<file path="src/hdl/rmt_ram.sv">
// ----------------------------------------------------------------------------
// rmt_ram
// Generic simple dual-port RAM: one write port, one read port with a
// registered read that updates only when a read is enabled.
// ----------------------------------------------------------------------------
module rmt_ram #(
	parameter int WIDTH  = 32,
	parameter int DEPTH  = 128,
	parameter int ADDR_W = (DEPTH > 1) ? $clog2(DEPTH) : 1
) (
	input  logic              clk,
	input  logic              we,
	input  logic [ADDR_W-1:0] waddr,
	input  logic [WIDTH-1:0]  wdata,
	input  logic              re,
	input  logic [ADDR_W-1:0] raddr,
	output logic [WIDTH-1:0]  rdata
);

	logic [WIDTH-1:0] mem_q [DEPTH];

	// write port and registered read port
	always_ff @(posedge clk) begin
		if (we) begin
			mem_q[waddr] <= wdata;
		end
		if (re) begin
			rdata <= mem_q[raddr];
		end
	end

endmodule

</file>
<file path="config.mk">
export PLATFORM = sky130hd
export DESIGN_NAME = rmt_ram
export DESIGN_NICKNAME = d
export VERILOG_FILES = /design/src/hdl/rmt_ram.sv
export SDC_FILE = /design/constraint.sdc
export NUM_CORES = 2
export LEC_CHECK = 0
export BUFFER_PORTS_ARGS = -buffer_cell sky130_fd_sc_hd__buf_4
export CAP_MARGIN = 5
export CORE_MARGIN = 2
export CORE_UTILIZATION = 50
export CTS_BUF_LIST = sky130_fd_sc_hd__clkbuf_4 sky130_fd_sc_hd__clkbuf_8 sky130_fd_sc_hd__clkbuf_16
export CTS_CLUSTER_DIAMETER = 150
export DETAILED_ROUTE_END_ITERATION = 10
export PLACE_DENSITY_LB_ADDON = 0.3
export SLEW_MARGIN = 10
export SYNTH_ARGS = -nofsm -noshare
export SYNTH_HDL_FRONTEND = slang
export SYNTH_SLANG_ARGS = --single-unit
</file>
<file path="constraint.sdc">
create_clock -name clk -period 5.83 [get_ports clk]
set_clock_uncertainty 0.2 [all_clocks]
set_input_delay 1.166 -clock clk [delete_from_list [all_inputs] [get_ports clk]]
set_output_delay 1.166 -clock clk [all_outputs]
set_load 0.005 [all_outputs]
</file>
## Yosys cells after proc, flatten, opt, wreduce, memory -nomap -nowiden

Memories as Yosys holds them, arrays and structs flattened. A register that Yosys moved wholly into a read port is not among the register bits.
Cells that the tools add are included.
Widths: inputs -> output; s select.

| cells by class | value |
|---|---|
| muxes and demuxes | 2 |

Operator list:

| kind | count |
|---|---|
| $mux 1 | 2 |

| word-level totals | value |
|---|---|
| register bits | 0 |
| word-level logic and storage cells | 3 |
| RAM bits | 4096 |
| bits of input ports | 49 |
| memories | 1 |
| output and inout port bits | 32 |

Memory list:

| memory | depth | bits a word | rd ports | clocked after Yosys merged registers in | wr ports | RTL line | source |
|---|---|---|---|---|---|---|---|
| mem_q | 128 | 32 | 1 | 1 | 1 | 20 | `logic [WIDTH-1:0] mem_q [DEPTH];` |

## Logic depth before layout (Yosys ltp)

| logic depth | value |
|---|---|
| word-level depth | 2 |
| depth in mapped cells | 8 |
| depth with buffers taken out | 4 |

## Least setup slack after synthesis

Ideal clock, no wire load.

| timing | value |
|---|---|
| kind | input to register |
| start point | input port we |
| end point | memory mem_q[98][0] (enable) |
| setup slack | 1.225 ns |
| arrival time | 3.944 ns |
| path buffers | 1 |
| data required time | 5.169 ns |
| stages on the path | 3 |
| setup time | 0.461 ns |
| path through | clkbuf_1 -> nand4_1 -> nor3_1 |

| between the ends | value |
|---|---|
| longest elaborated chain between the ends | 2 |

Ends and longest elaborated chain:

| item | RTL line | source |
|---|---|---|
| from (decl) | 12 | `input logic we,` |
| $mux 1 | 24 | `if (we) begin` |
| $mux 1 (not written as such) | 25 | `mem_q[waddr] <= wdata;` |
| to (decl) | 20 |  |

Every way passes these cells.

==> run summary <==
height of the die: 563.6 µm
pin count of the biggest net entering global routing: 129
post-synthesis mux area share: 19.56%
vias per cell: 6.573
top cell type's share of synthesized area: 79.16%
vias in the first global route: 71754
busiest grt layer: met2
DRT Wirelength: 415900 µm
Max Cap Viol: 0
ys flop type: edfxtp_1
slowest stage cell, crit path: mux4_2
Slew HR: 28.91%
Resized Gates After CTS: 0
setup slack after layout: 1.622 ns
CP Capture Type: flop
Post-synth EDFFs: 4128
synthesized cell area: 156600 µm²
Yosys reg bits: 4128
Post-DP HPWL: 233400 µm
H-tree depth: 5
Synth Instances: 5990
Post-synth ARST share: 0%
Hold/Removal Path Class: primary input to flop
dominant cell by count in the synthesized netlist: edfxtp_1
die area: 317700 µm²
leading area contributor after synthesis: edfxtp_1
routing usage on met3: 6.021%
Setup violations, final: 0
CTS tree: done
Via Count: 72256
routed len/inst: 37.83 µm
Die W: 563.6 µm
post-CTS setup buffer count: 0
Rows: 205
drt initial violations: 11575
Post-CTS Hold Fix Bufs: 0
CP most frequent cell: mux4_2
Synth Area in XOR/XNOR: 0%
Max VDD drop: 254.8 µV
fin crit share: 72.17%
antenna-violating nets left: 0
pre-CTS WS: 0.7391 ns
unrepaired setup endpoints after global routing: false
top post-synthesis cells by area: edfxtp_1, mux4_2, clkbuf_1
dpl cells: 10219
DRT Pass-1 Iters: 6
Syn Nets: 6039
GPL Wtd Cong: 0.8346
GR Util met1: 37.18%
status: finished clean
clock root buffer master: clkbuf_16
share of layout cells above drive strength 1: 37.82%
Worst Max-Slew Pin Slew: 1.066 ns
GRT overflow: 0
leakage: 54.94 nW
fin crit period: 4.208 ns
compound-cell area share of the yosys netlist: 0%
Req. time, crit path: 6.29 ns
fin nets: 6533
Fin. Hold Viols: 0
Layout Area Growth over Synthesis: 14.20%
Synth warnings: 0
initial antenna violation count: 65
gr usage total: 26.36%
number of buffers created by CTS: 402
post-synthesis sequential area ratio: 79.16%
Setup Crit Path Kind: primary input to flop
final cell count without fillers: 10993
syn_area_per_cell: 26.14 µm²
Post-synth top cells: edfxtp_1, mux4_2, clkbuf_1
Simple-Gate Fraction of Synth Area: 0.4450%
first-pass GRT wire length: 577300 µm
hold slack final: 0.3453 ns
met2 usage: 40.94%
FMAX: 237.7 MHz
Reg clk slew, reported paths: 0.06 ns
PortBufs: 80
setup TNS: 0 ns
critical path peak fanout: 40
Ports: 81
Startpoint Class: primary input
# DRC: 0
CTS Buffer Depth: 4
largest family of logic cells by synthesized area: multiplexers
Worst path max stage delay: 0.76 ns
Post-Synth Adder-Cell Area: 0%
final-report max-slew violation count: 0
library cells used by synthesis: 16
Clock Latency Late Sink: 0.93 ns
crit-path cells: buf_16 > buf_12 > buf_4 > mux4_2 > mux4_2 > mux4_2 > mux2_2
core footprint: 311600 µm²
Worst Path Arrival: 4.66 ns
clk sinks: 4128
Pwr Density: 349.0 nW/µm²
Starting Density: 50.25%
state kept, by name (all words and copies together), names as in the netlist:
signal and cells:
mem_q 4096, rdata 32
layout make-up:
class | instances | area, µm²
Fill cell | 21573 | 132800
Sequential cell | 4128 | 124000
Multi-Input combinational cell | 1546 | 32290
Clock buffer | 484 | 10750
Tap cell | 4140 | 5180
Timing Repair Buffer | 406 | 3969
Clock inverter | 247 | 2579
Antenna cell | 42 | 105.1
layout by cell type (no fill, tap or decap), drive strengths merged:
master	count
buf	406
bufinv	46
clkbuf	484
clkinv	171
clkinvlp	20
diode	42
edfxtp	4128
inv	10
mux2	32
mux4	1344
nand2	14
nand2b	2
nand3	12
nand4	3
nor2	122
nor2b	7
nor3	9
or3	1
where the power goes:
group          leakage, nW  switching [mW]  internal [mW]
clock                 6.62            11.0           15.2
combinational         11.2            2.01           1.25
sequential            37.1          0.0997           32.8
total                 54.9            13.1           49.3
stage by stage:
step           power (mW)  util (%)  instance area [µm²]
2_1_floorplan       35.05         -               156600
3_3_place_gp        36.73     53.06               165400
3_5_place_dp        36.79     53.06               165400
4_1_cts             62.67     57.34               178700
5_1_grt             63.91     57.37               178800
6_report            62.40     57.38               178800
critical path: cells and delay by family:
family	cells	cell delay, ns
multiplexers	4	2.36
buffers and inverters	3	1.04
final timing paths:
check,slack (ns),start,depth (start not counted),endpoint
max,1.62,raddr[0],7,rdata[29]$_DFFE_PP_
min,0.35,wdata[7],1,mem_q[38][7]$_DFFE_PP_
max reg2reg,2.73,mem_q[37][29]$_DFFE_PP_,4,rdata[29]$_DFFE_PP_
min reg2reg,0.99,mem_q[111][14]$_DFFE_PP_,4,rdata[14]$_DFFE_PP_
routing by layer:
metal | wire length (µm) | vias to the layer above | share of wire, %
met1 | 152800 | 39403 | 37
met2 | 197600 | 4676 | 48
met5 | 238 | - | 0.057
met3 | 49400 | 663 | 12
li1 | - | 27476 | -
met4 | 15870 | 38 | 3.8
cell families (layout without fill, tap and decap cells):
| family | count (synthesis) | count (layout) |
|---|---|---|
| muxes | 1376 | 1376 |
| DFF | 4128 | 4128 |
| other | 0 | 42 |
| and+or+nand+nor | 170 | 170 |
| buffers and inverters | 316 | 1137 |
No activity file was read; power rests on OpenSTA's default activity.
